**config.mk**
```make
export PLATFORM = sky130hd
export DESIGN_NAME = battery_gauge_idle_sleep_unit_flat
export DESIGN_NICKNAME = d
export VERILOG_FILES = /design/src/design/bgis_pkg.sv /design/src/design/bgis_if.sv /design/src/design/battery_gauge_idle_sleep_unit.sv /design/src/flat_wrapper.sv
export SDC_FILE = /design/constraint.sdc
export NUM_CORES = 2
export LEC_CHECK = 0
export ABC_CLOCK_PERIOD_IN_PS = 19600
export BUFFER_PORTS_ARGS = -buffer_cell sky130_fd_sc_hd__buf_2
export CORE_ASPECT_RATIO = 0.5
export CORE_MARGIN = 2
export CORE_UTILIZATION = 60
export CTS_CLUSTER_SIZE = 40
export DETAILED_ROUTE_END_ITERATION = 10
export PLACE_DENSITY = 0.78
export SLEW_MARGIN = 20
export SYNTH_ARGS = -nofsm -noshare
export SYNTH_HDL_FRONTEND = slang
export SYNTH_SLANG_ARGS = --single-unit
```
**constraint.sdc**
```tcl
create_clock -name clk -period 19.6 [get_ports clk]
set_input_delay 3.92 -clock clk [delete_from_list [all_inputs] [get_ports clk]]
set_output_delay 3.92 -clock clk [all_outputs]
set_load 0.01 [all_outputs]
```
**src/design/bgis_pkg.sv**
```systemverilog
// Battery gauge / idle-sleep package: field widths, command and state codes,
// conversion constants, the sequencer control-word type and its program ROM.
// No dependencies.
package bgis_pkg;

	localparam int CMD_W      = 2;
	localparam int ADC_W      = 12;
	localparam int MV_W       = 14;
	localparam int PCT_W      = 7;
	localparam int BST_W      = 2;
	localparam int SUM_W      = 16;
	localparam int CNT_W      = 4;
	localparam int IDLE_W     = 16;
	localparam int CFG_IDX_W  = 1;
	localparam int CFG_DATA_W = 16;

	// datapath widths
	localparam int A_W  = 28;            // working value, holds avg*2200
	localparam int Q_W  = 18;            // quotient
	localparam int MA_W = 22;            // multiplier operand a
	localparam int MB_W = 17;            // multiplier operand b (constant)
	localparam int P_W  = MA_W + MB_W;   // product
	localparam int UPC_W = 5;

	typedef enum logic [CMD_W-1:0] {
		CMD_SAMPLE   = 2'd0,
		CMD_TICK     = 2'd1,
		CMD_ACTIVITY = 2'd2,
		CMD_SLEEP    = 2'd3
	} cmd_t;

	typedef enum logic [BST_W-1:0] {
		BS_FULL    = 2'd0,
		BS_DISCH   = 2'd1,
		BS_UNKNOWN = 2'd2
	} batt_state_t;

	localparam logic [CFG_IDX_W-1:0] REG_LOW_THR  = 1'b0;
	localparam logic [CFG_IDX_W-1:0] REG_SLEEP_TO = 1'b1;

	localparam logic [PCT_W-1:0]  THR_RESET = 7'd20;
	localparam logic [IDLE_W-1:0] TO_RESET  = 16'd300;

	// conversion chain constants
	localparam logic [MB_W-1:0] K_MV_SCALE = 17'd2200;
	localparam logic [MB_W-1:0] K_ADC_FS   = 17'd4095;
	localparam logic [MB_W-1:0] K_DIV_NUM  = 17'd115;
	localparam logic [MB_W-1:0] K_DIV_DEN  = 17'd24;
	localparam logic [MB_W-1:0] RCP_4095   = 17'd1024;   // (x>>6)*1024>>16 = x>>12
	localparam logic [MB_W-1:0] RCP_24     = 17'd43690;  // floor(2^20/24)

	// voltage thresholds (mV)
	localparam logic [MV_W-1:0] V_FULL    = 14'd4200;
	localparam logic [MV_W-1:0] V_KNEE_HI = 14'd4000;
	localparam logic [MV_W-1:0] V_KNEE_LO = 14'd3700;
	localparam logic [MV_W-1:0] V_EMPTY   = 14'd3300;
	localparam logic [MV_W-1:0] V_CRIT    = 14'd3100;

	localparam logic [PCT_W-1:0] LV_FULL = 7'd100;
	localparam logic [PCT_W-1:0] LV_MID  = 7'd20;
	localparam logic [PCT_W-1:0] LV_HIGH = 7'd60;
	// reciprocals over 2^16, exact for the narrow segment ranges
	localparam logic [13:0] LV_RCP_20 = 14'd3277;    // 1/20
	localparam logic [13:0] LV_RCP_75 = 14'd8739;    // 40/300
	localparam logic [13:0] LV_RCP_5  = 14'd13108;   // 1/5

	typedef struct packed {
		logic [MV_W-1:0]  batt_mv;
		logic [PCT_W-1:0] level_pct;
		batt_state_t      battery_state;
		logic             asleep;
		logic             update_done;
		logic             critical_event;
		logic             low_event;
		logic             sleep_enter_event;
		logic             wake_event;
	} res_t;

	typedef enum logic [2:0] {
		UOP_LOAD,     // a <= sample sum
		UOP_MUL_A,    // p <= (a >> pre) * k
		UOP_QEST,     // q <= p >> sh
		UOP_MUL_Q,    // p <= q * k
		UOP_REM,      // r <= a - p
		UOP_FIX,      // while r >= k: q++, r -= k
		UOP_MOVE,     // a <= p
		UOP_FINISH    // commit voltage, level, flags
	} uop_t;

	typedef enum logic [2:0] {
		KC_N, KC_RCP_N, KC_RCP_4095, KC_4095, KC_2200, KC_115, KC_RCP_24, KC_24
	} kc_t;

	typedef struct packed {
		uop_t       op;
		kc_t        kc;
		logic [2:0] pre;
		logic [4:0] sh;
	} uword_t;

	localparam logic [UPC_W-1:0] UC_LAST = 5'd20;

	function automatic uword_t uc_rom(logic [UPC_W-1:0] pc);
		uword_t w;
		w = '{op: UOP_FINISH, kc: KC_N, pre: 3'd0, sh: 5'd0};
		case (pc)
			// avg = sum / N
			5'd0:  w = '{op: UOP_LOAD,  kc: KC_N,        pre: 3'd0, sh: 5'd0};
			5'd1:  w = '{op: UOP_MUL_A, kc: KC_RCP_N,    pre: 3'd0, sh: 5'd0};
			5'd2:  w = '{op: UOP_QEST,  kc: KC_N,        pre: 3'd0, sh: 5'd16};
			5'd3:  w = '{op: UOP_MUL_Q, kc: KC_N,        pre: 3'd0, sh: 5'd0};
			5'd4:  w = '{op: UOP_REM,   kc: KC_N,        pre: 3'd0, sh: 5'd0};
			5'd5:  w = '{op: UOP_FIX,   kc: KC_N,        pre: 3'd0, sh: 5'd0};
			// mv = avg * 2200 / 4095
			5'd6:  w = '{op: UOP_MUL_Q, kc: KC_2200,     pre: 3'd0, sh: 5'd0};
			5'd7:  w = '{op: UOP_MOVE,  kc: KC_N,        pre: 3'd0, sh: 5'd0};
			5'd8:  w = '{op: UOP_MUL_A, kc: KC_RCP_4095, pre: 3'd6, sh: 5'd0};
			5'd9:  w = '{op: UOP_QEST,  kc: KC_N,        pre: 3'd0, sh: 5'd16};
			5'd10: w = '{op: UOP_MUL_Q, kc: KC_4095,     pre: 3'd0, sh: 5'd0};
			5'd11: w = '{op: UOP_REM,   kc: KC_N,        pre: 3'd0, sh: 5'd0};
			5'd12: w = '{op: UOP_FIX,   kc: KC_4095,     pre: 3'd0, sh: 5'd0};
			// v = mv * 115 / 24
			5'd13: w = '{op: UOP_MUL_Q, kc: KC_115,      pre: 3'd0, sh: 5'd0};
			5'd14: w = '{op: UOP_MOVE,  kc: KC_N,        pre: 3'd0, sh: 5'd0};
			5'd15: w = '{op: UOP_MUL_A, kc: KC_RCP_24,   pre: 3'd0, sh: 5'd0};
			5'd16: w = '{op: UOP_QEST,  kc: KC_N,        pre: 3'd0, sh: 5'd20};
			5'd17: w = '{op: UOP_MUL_Q, kc: KC_24,       pre: 3'd0, sh: 5'd0};
			5'd18: w = '{op: UOP_REM,   kc: KC_N,        pre: 3'd0, sh: 5'd0};
			5'd19: w = '{op: UOP_FIX,   kc: KC_24,       pre: 3'd0, sh: 5'd0};
			5'd20: w = '{op: UOP_FINISH, kc: KC_N,       pre: 3'd0, sh: 5'd0};
			default: w = '{op: UOP_FINISH, kc: KC_N,     pre: 3'd0, sh: 5'd0};
		endcase
		return w;
	endfunction

	// three linear segments, clamped to 0 below V_EMPTY and 100 at V_FULL
	function automatic logic [PCT_W-1:0] level_of(logic [MV_W-1:0] v);
		logic [8:0]       d;
		logic [13:0]      k;
		logic [22:0]      p;
		logic [PCT_W-1:0] base;
		logic [PCT_W-1:0] lvl;
		d    = '0;
		k    = '0;
		base = '0;
		if (v < V_KNEE_LO) begin
			d = 9'(v - V_EMPTY);
			k = LV_RCP_20;
		end else if (v < V_KNEE_HI) begin
			d    = 9'(v - V_KNEE_LO);
			k    = LV_RCP_75;
			base = LV_MID;
		end else begin
			d    = 9'(v - V_KNEE_HI);
			k    = LV_RCP_5;
			base = LV_HIGH;
		end
		p = 23'(d) * 23'(k);
		if (v >= V_FULL) begin
			lvl = LV_FULL;
		end else if (v < V_EMPTY) begin
			lvl = '0;
		end else begin
			lvl = base + p[22:16];
		end
		return lvl;
	endfunction

endpackage

```
**src/design/bgis_if.sv**
```systemverilog
// Channel interfaces of the battery gauge: input word, result word and
// register write channel. Depends on bgis_pkg.
interface bgis_item_if;
	import bgis_pkg::*;
	logic             valid;
	logic             ready;
	logic [CMD_W-1:0] command;
	logic [ADC_W-1:0] adc_raw;
	logic             read_ok;
	modport source(output valid, command, adc_raw, read_ok, input ready);
	modport sink(input valid, command, adc_raw, read_ok, output ready);
endinterface

interface bgis_result_if;
	import bgis_pkg::*;
	logic             valid;
	logic             ready;
	logic [MV_W-1:0]  batt_mv;
	logic [PCT_W-1:0] level_pct;
	logic [BST_W-1:0] battery_state;
	logic             asleep;
	logic             update_done;
	logic             critical_event;
	logic             low_event;
	logic             sleep_enter_event;
	logic             wake_event;
	modport source(output valid, batt_mv, level_pct, battery_state, asleep, update_done,
		critical_event, low_event, sleep_enter_event, wake_event, input ready);
	modport sink(input valid, batt_mv, level_pct, battery_state, asleep, update_done,
		critical_event, low_event, sleep_enter_event, wake_event, output ready);
endinterface

interface bgis_cfg_if;
	import bgis_pkg::*;
	logic                  valid;
	logic                  ready;
	logic [CFG_IDX_W-1:0]  index;
	logic [CFG_DATA_W-1:0] data;
	modport source(output valid, index, data, input ready);
	modport sink(input valid, index, data, output ready);
endinterface

```
**src/design/battery_gauge_idle_sleep_unit.sv**
```systemverilog
// Battery gauge with idle-time sleep control. Depends on bgis_pkg, bgis_if.
// Ticks, activity, sleep requests and samples that do not close a group: one word
// per cycle when the output is not stalled, status via the result and output registers.
// A sample that closes a group runs the conversion program on one shared multiplier:
// 21 steps, correction steps repeating while r >= k, then result and output registers.
// Async reset (arst_n low): block awake, sums, levels and idle count zero,
// threshold 20 %, timeout 300 s.
module battery_gauge_idle_sleep_unit #(
	parameter int SAMPLES_PER_UPDATE = 10
) (
	input  logic                clk,
	input  logic                arst_n,
	bgis_item_if.sink           item,
	bgis_result_if.source       result,
	bgis_cfg_if.sink            cfg
);
	import bgis_pkg::*;

	localparam int RCP_N = (1 << 16) / SAMPLES_PER_UPDATE;

	typedef enum logic {ST_IDLE, ST_RUN} st_t;

	st_t               state_q;
	logic [UPC_W-1:0]  pc_q;
	logic [SUM_W-1:0]  sum_q;
	logic [CNT_W-1:0]  cnt_q;
	logic [MV_W-1:0]   last_v_q;
	logic [PCT_W-1:0]  last_lvl_q;
	batt_state_t       last_st_q;
	logic              sleep_q;
	logic [IDLE_W-1:0] idle_q;
	logic [PCT_W-1:0]  thr_q;
	logic [IDLE_W-1:0] to_q;
	res_t              res_q;
	logic              res_valid_q;
	res_t              out_q;
	logic              out_valid_q;

	logic [A_W-1:0]    a_q;
	logic [Q_W-1:0]    q_q;
	logic [A_W-1:0]    r_q;
	logic [P_W-1:0]    p_q;

	uword_t            uw;
	logic [MB_W-1:0]   kval;
	logic [MA_W-1:0]   mul_a;
	logic [P_W-1:0]    prod;
	logic              fix_more;
	logic              out_load;
	logic              res_load;
	logic              item_acc;
	cmd_t              cmd;
	logic [SUM_W-1:0]  nx_sum;
	logic [CNT_W-1:0]  nx_cnt;
	logic              grp;
	logic              nx_sleep;
	logic              ev_enter;
	logic              ev_wake;
	res_t              simple_res;
	logic [MV_W-1:0]   fin_v;
	logic [PCT_W-1:0]  fin_lvl;
	batt_state_t       fin_st;
	logic              fin_enter;
	res_t              fin_res;

	assign uw = uc_rom(pc_q);

	always_comb begin
		case (uw.kc)
			KC_N:        kval = MB_W'(SAMPLES_PER_UPDATE);
			KC_RCP_N:    kval = MB_W'(RCP_N);
			KC_RCP_4095: kval = RCP_4095;
			KC_4095:     kval = K_ADC_FS;
			KC_2200:     kval = K_MV_SCALE;
			KC_115:      kval = K_DIV_NUM;
			KC_RCP_24:   kval = RCP_24;
			KC_24:       kval = K_DIV_DEN;
			default:     kval = '0;
		endcase
	end

	assign mul_a    = (uw.op == UOP_MUL_A) ? MA_W'(a_q >> uw.pre) : MA_W'(q_q);
	assign prod     = P_W'(mul_a) * P_W'(kval);
	assign fix_more = (r_q >= A_W'(kval));

	// handshakes
	assign out_load   = res_valid_q && (!out_valid_q || result.ready);
	assign item.ready = (state_q == ST_IDLE) && (!res_valid_q || out_load);
	assign item_acc   = item.valid && item.ready;
	assign cfg.ready  = 1'b1;

	// accept-cycle decode
	assign cmd    = cmd_t'(item.command);
	assign nx_sum = item.read_ok ? sum_q + SUM_W'(item.adc_raw) : sum_q;
	assign nx_cnt = cnt_q + 1'b1;
	assign grp    = (nx_cnt >= CNT_W'(SAMPLES_PER_UPDATE));

	// a fresh status word enters the result register
	assign res_load = (state_q == ST_IDLE && item_acc && !(cmd == CMD_SAMPLE && grp)) ||
		(state_q == ST_RUN && uw.op == UOP_FINISH);

	always_comb begin
		nx_sleep = sleep_q;
		ev_enter = 1'b0;
		ev_wake  = 1'b0;
		case (cmd)
			CMD_ACTIVITY: begin
				nx_sleep = 1'b0;
				ev_wake  = sleep_q;
			end
			CMD_SLEEP: begin
				nx_sleep = 1'b1;
				ev_enter = !sleep_q;
			end
			default: ;
		endcase
	end

	always_comb begin
		simple_res = '{batt_mv: last_v_q, level_pct: last_lvl_q,
			battery_state: last_st_q, asleep: nx_sleep, update_done: 1'b0,
			critical_event: 1'b0, low_event: 1'b0, sleep_enter_event: ev_enter,
			wake_event: ev_wake};
	end

	// end of the conversion program
	assign fin_v   = q_q[MV_W-1:0];
	assign fin_lvl = level_of(fin_v);

	always_comb begin
		if (fin_v >= V_FULL) begin
			fin_st = BS_FULL;
		end else if (fin_v > V_KNEE_LO) begin
			fin_st = BS_DISCH;
		end else if (fin_v < V_CRIT) begin
			fin_st = BS_UNKNOWN;
		end else begin
			fin_st = BS_DISCH;
		end
	end

	assign fin_enter = (to_q != '0) && !sleep_q && (idle_q >= to_q);

	always_comb begin
		fin_res = '{batt_mv: fin_v, level_pct: fin_lvl, battery_state: fin_st,
			asleep: sleep_q | fin_enter, update_done: 1'b1,
			critical_event: fin_v < V_CRIT, low_event: fin_lvl <= thr_q,
			sleep_enter_event: fin_enter, wake_event: 1'b0};
	end

	// datapath
	always_ff @(posedge clk) begin
		if (state_q == ST_RUN) begin
			case (uw.op)
				UOP_LOAD:  a_q <= A_W'(sum_q);
				UOP_MUL_A: p_q <= prod;
				UOP_MUL_Q: p_q <= prod;
				UOP_QEST:  q_q <= Q_W'(p_q >> uw.sh);
				UOP_REM:   r_q <= a_q - A_W'(p_q);
				UOP_FIX: begin
					if (fix_more) begin
						q_q <= q_q + 1'b1;
						r_q <= r_q - A_W'(kval);
					end
				end
				UOP_MOVE:  a_q <= A_W'(p_q);
				default: ;
			endcase
		end
	end

	// control, architectural state and result registers
	always_ff @(posedge clk or negedge arst_n) begin
		if (!arst_n) begin
			state_q     <= ST_IDLE;
			pc_q        <= '0;
			sum_q       <= '0;
			cnt_q       <= '0;
			last_v_q    <= '0;
			last_lvl_q  <= '0;
			last_st_q   <= BS_FULL;
			sleep_q     <= 1'b0;
			idle_q      <= '0;
			thr_q       <= THR_RESET;
			to_q        <= TO_RESET;
			res_q       <= '0;
			res_valid_q <= 1'b0;
			out_q       <= '0;
			out_valid_q <= 1'b0;
		end else begin
			if (cfg.valid) begin
				case (cfg.index)
					REG_LOW_THR:  thr_q <= cfg.data[PCT_W-1:0];
					REG_SLEEP_TO: to_q <= cfg.data;
					default: ;
				endcase
			end

			if (out_load) begin
				out_q       <= res_q;
				out_valid_q <= 1'b1;
			end else if (result.ready) begin
				out_valid_q <= 1'b0;
			end

			if (res_load) begin
				res_valid_q <= 1'b1;
			end else if (out_load) begin
				res_valid_q <= 1'b0;
			end

			case (state_q)
				ST_IDLE: begin
					if (item_acc) begin
						case (cmd)
							CMD_SAMPLE: begin
								sum_q <= nx_sum;
								if (grp) begin
									cnt_q   <= '0;
									pc_q    <= '0;
									state_q <= ST_RUN;
								end else begin
									cnt_q <= nx_cnt;
								end
							end
							CMD_TICK: begin
								if (idle_q != '1) begin
									idle_q <= idle_q + 1'b1;
								end
							end
							CMD_ACTIVITY: idle_q <= '0;
							default: ;
						endcase
						sleep_q <= nx_sleep;
						if (!(cmd == CMD_SAMPLE && grp)) begin
							res_q <= simple_res;
						end
					end
				end
				ST_RUN: begin
					case (uw.op)
						UOP_LOAD: begin
							sum_q <= '0;
							pc_q  <= pc_q + 1'b1;
						end
						UOP_FIX: begin
							if (!fix_more) begin
								pc_q <= pc_q + 1'b1;
							end
						end
						UOP_FINISH: begin
							last_v_q    <= fin_v;
							last_lvl_q  <= fin_lvl;
							last_st_q   <= fin_st;
							sleep_q     <= sleep_q | fin_enter;
							res_q       <= fin_res;
							state_q     <= ST_IDLE;
						end
						default: pc_q <= pc_q + 1'b1;
					endcase
				end
				default: state_q <= ST_IDLE;
			endcase
		end
	end

	assign result.valid             = out_valid_q;
	assign result.batt_mv           = out_q.batt_mv;
	assign result.level_pct         = out_q.level_pct;
	assign result.battery_state     = out_q.battery_state;
	assign result.asleep            = out_q.asleep;
	assign result.update_done       = out_q.update_done;
	assign result.critical_event    = out_q.critical_event;
	assign result.low_event         = out_q.low_event;
	assign result.sleep_enter_event = out_q.sleep_enter_event;
	assign result.wake_event        = out_q.wake_event;

	// sample count never reaches the group size
	a_cnt_range: assert property (@(posedge clk) disable iff (!arst_n)
		cnt_q < CNT_W'(SAMPLES_PER_UPDATE))
		else $error("sample count out of range");

	// sequencer stays inside the program
	a_pc_range: assert property (@(posedge clk) disable iff (!arst_n)
		state_q == ST_RUN |-> pc_q <= UC_LAST)
		else $error("program counter past end of program");

	// a fresh update result implies the accumulator was cleared
	a_upd_clears: assert property (@(posedge clk) disable iff (!arst_n)
		$rose(res_valid_q) && res_q.update_done |-> sum_q == '0 && cnt_q == '0)
		else $error("update finished without clearing sample group");

	// idle time is frozen while the conversion program runs
	a_idle_frozen: assert property (@(posedge clk) disable iff (!arst_n)
		state_q == ST_RUN |=> $stable(idle_q))
		else $error("idle count changed during conversion");

endmodule

```
**src/flat_wrapper.sv**
```systemverilog
// flat-port wrapper written by rule: the top's interface ports become plain ports
module battery_gauge_idle_sleep_unit_flat import bgis_pkg::*;
#(
	parameter int SAMPLES_PER_UPDATE = 10
)
  (clk, arst_n, item_valid, item_command, item_adc_raw, item_read_ok, item_ready, result_valid, result_batt_mv, result_level_pct, result_battery_state, result_asleep, result_update_done, result_critical_event, result_low_event, result_sleep_enter_event, result_wake_event, result_ready, cfg_valid, cfg_index, cfg_data, cfg_ready);
  bgis_item_if item_i ();
  bgis_result_if result_i ();
  bgis_cfg_if cfg_i ();
  input  logic clk;
  input  logic arst_n;
  input wire logic [$bits(item_i.valid)-1:0] item_valid;
  input wire logic [$bits(item_i.command)-1:0] item_command;
  input wire logic [$bits(item_i.adc_raw)-1:0] item_adc_raw;
  input wire logic [$bits(item_i.read_ok)-1:0] item_read_ok;
  output wire logic [$bits(item_i.ready)-1:0] item_ready;
  output wire logic [$bits(result_i.valid)-1:0] result_valid;
  output wire logic [$bits(result_i.batt_mv)-1:0] result_batt_mv;
  output wire logic [$bits(result_i.level_pct)-1:0] result_level_pct;
  output wire logic [$bits(result_i.battery_state)-1:0] result_battery_state;
  output wire logic [$bits(result_i.asleep)-1:0] result_asleep;
  output wire logic [$bits(result_i.update_done)-1:0] result_update_done;
  output wire logic [$bits(result_i.critical_event)-1:0] result_critical_event;
  output wire logic [$bits(result_i.low_event)-1:0] result_low_event;
  output wire logic [$bits(result_i.sleep_enter_event)-1:0] result_sleep_enter_event;
  output wire logic [$bits(result_i.wake_event)-1:0] result_wake_event;
  input wire logic [$bits(result_i.ready)-1:0] result_ready;
  input wire logic [$bits(cfg_i.valid)-1:0] cfg_valid;
  input wire logic [$bits(cfg_i.index)-1:0] cfg_index;
  input wire logic [$bits(cfg_i.data)-1:0] cfg_data;
  output wire logic [$bits(cfg_i.ready)-1:0] cfg_ready;
  assign item_i.valid = item_valid;
  assign item_i.command = item_command;
  assign item_i.adc_raw = item_adc_raw;
  assign item_i.read_ok = item_read_ok;
  assign item_ready = item_i.ready;
  assign result_valid = result_i.valid;
  assign result_batt_mv = result_i.batt_mv;
  assign result_level_pct = result_i.level_pct;
  assign result_battery_state = result_i.battery_state;
  assign result_asleep = result_i.asleep;
  assign result_update_done = result_i.update_done;
  assign result_critical_event = result_i.critical_event;
  assign result_low_event = result_i.low_event;
  assign result_sleep_enter_event = result_i.sleep_enter_event;
  assign result_wake_event = result_i.wake_event;
  assign result_i.ready = result_ready;
  assign cfg_i.valid = cfg_valid;
  assign cfg_i.index = cfg_index;
  assign cfg_i.data = cfg_data;
  assign cfg_ready = cfg_i.ready;
  battery_gauge_idle_sleep_unit #(.SAMPLES_PER_UPDATE(SAMPLES_PER_UPDATE)) u_core (.clk(clk), .arst_n(arst_n), .item(item_i), .result(result_i), .cfg(cfg_i));
endmodule
```
==> impl_metrics.ini <==
[status]
outcome = complete, no violations

[synth]
synthesis.yosys.warnings = 0
yosys-top-cells-area = sky130_fd_sc_hd__fa_1 (23%), sky130_fd_sc_hd__dfrtp_1 (12%), sky130_fd_sc_hd__edfxtp_1 (12%)
synth.net_count = 3793
synth_area_sq_um = 29090
synth.distinct_cells = 79
gate_count_after_technology_mapping = 3162
top_cell_type_by_total_area_after_synthesis = sky130_fd_sc_hd__fa_1
synth-edff-count = 112
postSynth.asyncResetShare_pct = 57.09
yosysSeqAreaShare_pct = 24.40
flip_flop_and_latch_count_after_synthesis = 261
post_synth_top_flop = sky130_fd_sc_hd__dfrtp_1
synth_largest_type_area_fraction_pct = 22.57
syn_avg_cell_area_sq_um = 9.200

[worst_setup_path]
timing.critical_path.slowest_cell_delay_ns = 1.00
timing.rr.start = u_core.pc_q[0]$_DFFE_PN0P_
critical_path_required_ns = 19.91
crit_path_top_delay_cell = sky130_fd_sc_hd__and2_1
worstRegToRegCells = 29
crit_path_end_kind = flip-flop
crit_fanout = 23
crit_type = flip-flop to flip-flop
r2r_setup_slack_ns = 9.51
timing.critical_path.from_type = flip-flop
critical_path_arrival_ns = 10.40
reg2reg_to = u_core.p_q[36]$_DFFE_PP_

[min_path]
hold_class = flip-flop to flip-flop
hold_path.startpoint = u_core.last_v_q[8]$_DFFE_PN0P_
min_to = u_core.last_v_q[8]$_DFFE_PN0P_
whs_path_depth = 2

[timing]
timing_hold_violations_final = 0
worst_rel_slew_slack_pct = 22.70
worst_slack_ns = 9.512
setup_repair_after_global_routing_missed_its_margin = no
timing.final.crit_share_pct = 51.47
finalCriticalPeriod_ns = 10.09
hold-worst-slack_ns = 0.4749
max_slew.worst_pin.slew_ns = 1.160
finClkSkew_ns = 0.01888
slew_violations = 0
timing.fmax_ghz = 0.09913
finalSetupTns_ns = 0
setup_violations = 0

[drt]
route.detailed.wl_per_inst_microns = 19.95
number_of_design_rule_violations_left_by_the_first_detailed_router_iteration = 2271
drc = 0
final_antenna_net_count = 0
detailroute.via_count = 22695
drt_pass1_iterations = 6
route.detailed.vias_per_inst = 5.924
route.final.wire_length_microns = 76430

[floorplan]
num_io_pins = 69
fp.dieW_microns = 315.4
core_area_sq_um = 47370
placement_rows = 56
floorplan.initialDensity_pct = 61.42
die_area_sq_um = 50370
die_h_microns = 159.7

[placed_design]
place.gp.congestion = 0.9623
dp.final_hpwl_microns = 60600
port_buffer_count = 67
placement.setup.worst_slack_ns = 9.688
post-place-cells = 3780

[clock_tree]
cts_hold_repair.buffers = 0
max-clock-path-buffers = 3
numClockSinks = 261
cts_tree = yes
post_cts.resized_instances = 0
ctsRootBufferMaster = sky130_fd_sc_hd__clkbuf_16
worst_skew_pair.late_latency_ns = 0.57
postcts_setup_bufs = 0
cts_made_buffers = 27
clock_pin_slew_of_the_registers_on_the_worst_case_setup_and_hold_paths_ns = 0.06
cts_max_level = 1

[finish]
antenna_cells = 0
area_growth_pct = 6.697
layout_common_cells = sky130_fd_sc_hd__inv_1 (489), sky130_fd_sc_hd__nand2_1 (409), sky130_fd_sc_hd__fa_1 (328)
count_of_non_filler_cells_in_the_finished_layout = 3831
final_layout_size_suffix_gt1_share_pct = 7.861
mostFrequentLayoutCell = sky130_fd_sc_hd__inv_1
final_nets = 3803
fillCellCount = 3808

[global_routing]
grt_max_degree = 97
antenna_found_initial = 1
first_global_vias = 22869
grt_overflow = 0
global_route_wire_length_before_repair_microns = 123500
grt.total_usage_pct = 31.05

[job]
max_cap_viol_count = 0
==> layer usage <==
layer / part of all wire [%] / track usage, %
met5: 0.017 / 0
met4: 3.1 / 9.349
met3: 9.7 / 5.909
met2: 46 / 49.47
met1: 41 / 43.32
==> metrics by stage <==
step                      util [%]  cell area (sq um)
final                        65.53              31040
after floorplan                  -              29090
after global placement       63.44              30050
after detailed placement     63.46              30060
after global routing         65.53              31040
after CTS                    65.44              31000
==> cells in the mapped netlist, drive strengths merged, types with 8 or more instances <==
master / count
nor3: 29
nand2: 411
o21bai: 12
xnor2: 73
ha: 266
o211ai: 10
a21oi: 125
xor2: 63
a31oi: 10
o21a: 34
a2111oi: 8
nand3: 41
o31ai: 17
mux2i: 66
nand2b: 22
clkbuf: 93
o21ai: 173
or3: 12
edfxtp: 112
dfrtp: 143
fa: 328
nand4: 20
a22o: 8
nor2b: 22
a21o: 58
nor2: 278
inv: 498
and2: 22
mux2: 66
and3: 20
buf: 20
==> flip-flops by register name, indices dropped and copies added, names as in the netlist, 5 cells and up <==
signal / cells
u_core.p_q: 38
u_core.res_q: 29
u_core.a_q: 28
u_core.r_q: 28
u_core.q_q: 18
u_core.idle_q: 16
u_core.sum_q: 16
u_core.to_q: 16
u_core.last_v_q: 14
u_core.result.batt_mv: 14
u_core.last_lvl_q: 7
u_core.result.level_pct: 7
u_core.thr_q: 7
u_core.pc_q: 5
==> critical path: cells and delay by family, from the launching register on <==
family                     cells  cell delay, ns
AOI/OAI and AO/OA              9            2.80
adders and majority gates      8            3.71
buffers and inverters          7            0.85
DFF                            1            0.47
xor gates and xnor gates       1            0.09
and+or+nand+nor                4            1.89
==> logic make-up (layout without fill, tap and decap cells) <==
| kind of cell | Yosys count | after routing | share of synthesized area (%) |
|---|---|---|---|
| AND/OR/NAND/NOR | 905 | 905 | 13.32 |
| buffers and inverters | 611 | 642 | 7.953 |
| adder cells (fa/ha/maj) | 594 | 594 | 34.01 |
| AO/OA/AOI/OAI | 522 | 522 | 11.38 |
| flip-flops | 261 | 261 | 24.40 |
| XOR/XNOR | 136 | 136 | 4.095 |
| multiplexers | 132 | 132 | 4.826 |
| other | 1 | 1 | 0.01289 |
==> worst max path at each step <==
stage          cells after the start                  startpoint                       end  slack (ns)
2_1_floorplan                     32  u_core.pc_q[2]$_DFFE_PN0P_  u_core.p_q[36]$_DFFE_PP_       11.42
3_3_place_gp                      30  u_core.pc_q[1]$_DFFE_PN0P_  u_core.p_q[36]$_DFFE_PP_        9.95
3_5_place_dp                      30  u_core.pc_q[1]$_DFFE_PN0P_  u_core.p_q[36]$_DFFE_PP_        9.69
4_1_cts                           30  u_core.pc_q[1]$_DFFE_PN0P_  u_core.p_q[36]$_DFFE_PP_        9.69
5_1_grt                           31  u_core.pc_q[0]$_DFFE_PN0P_  u_core.p_q[36]$_DFFE_PP_        9.05
6_report                          29  u_core.pc_q[0]$_DFFE_PN0P_  u_core.p_q[36]$_DFFE_PP_        9.51
==> cell type report <==
cell class	count	area, sq um	share of cell area (%)
Tap cell	638	798.3	2.572
Sequential cell	261	7101	22.88
Timing Repair Buffer	94	564.3	1.818
Clock buffer	36	759.5	2.447
Multi-Input combinational cell	2290	19770	63.69
Clock inverter	14	178.9	0.5765
Inverter	498	1869	6.022
Power is not shown: default switching activity piles up to over one toggle a cycle in this logic, so the estimate is an artifact.
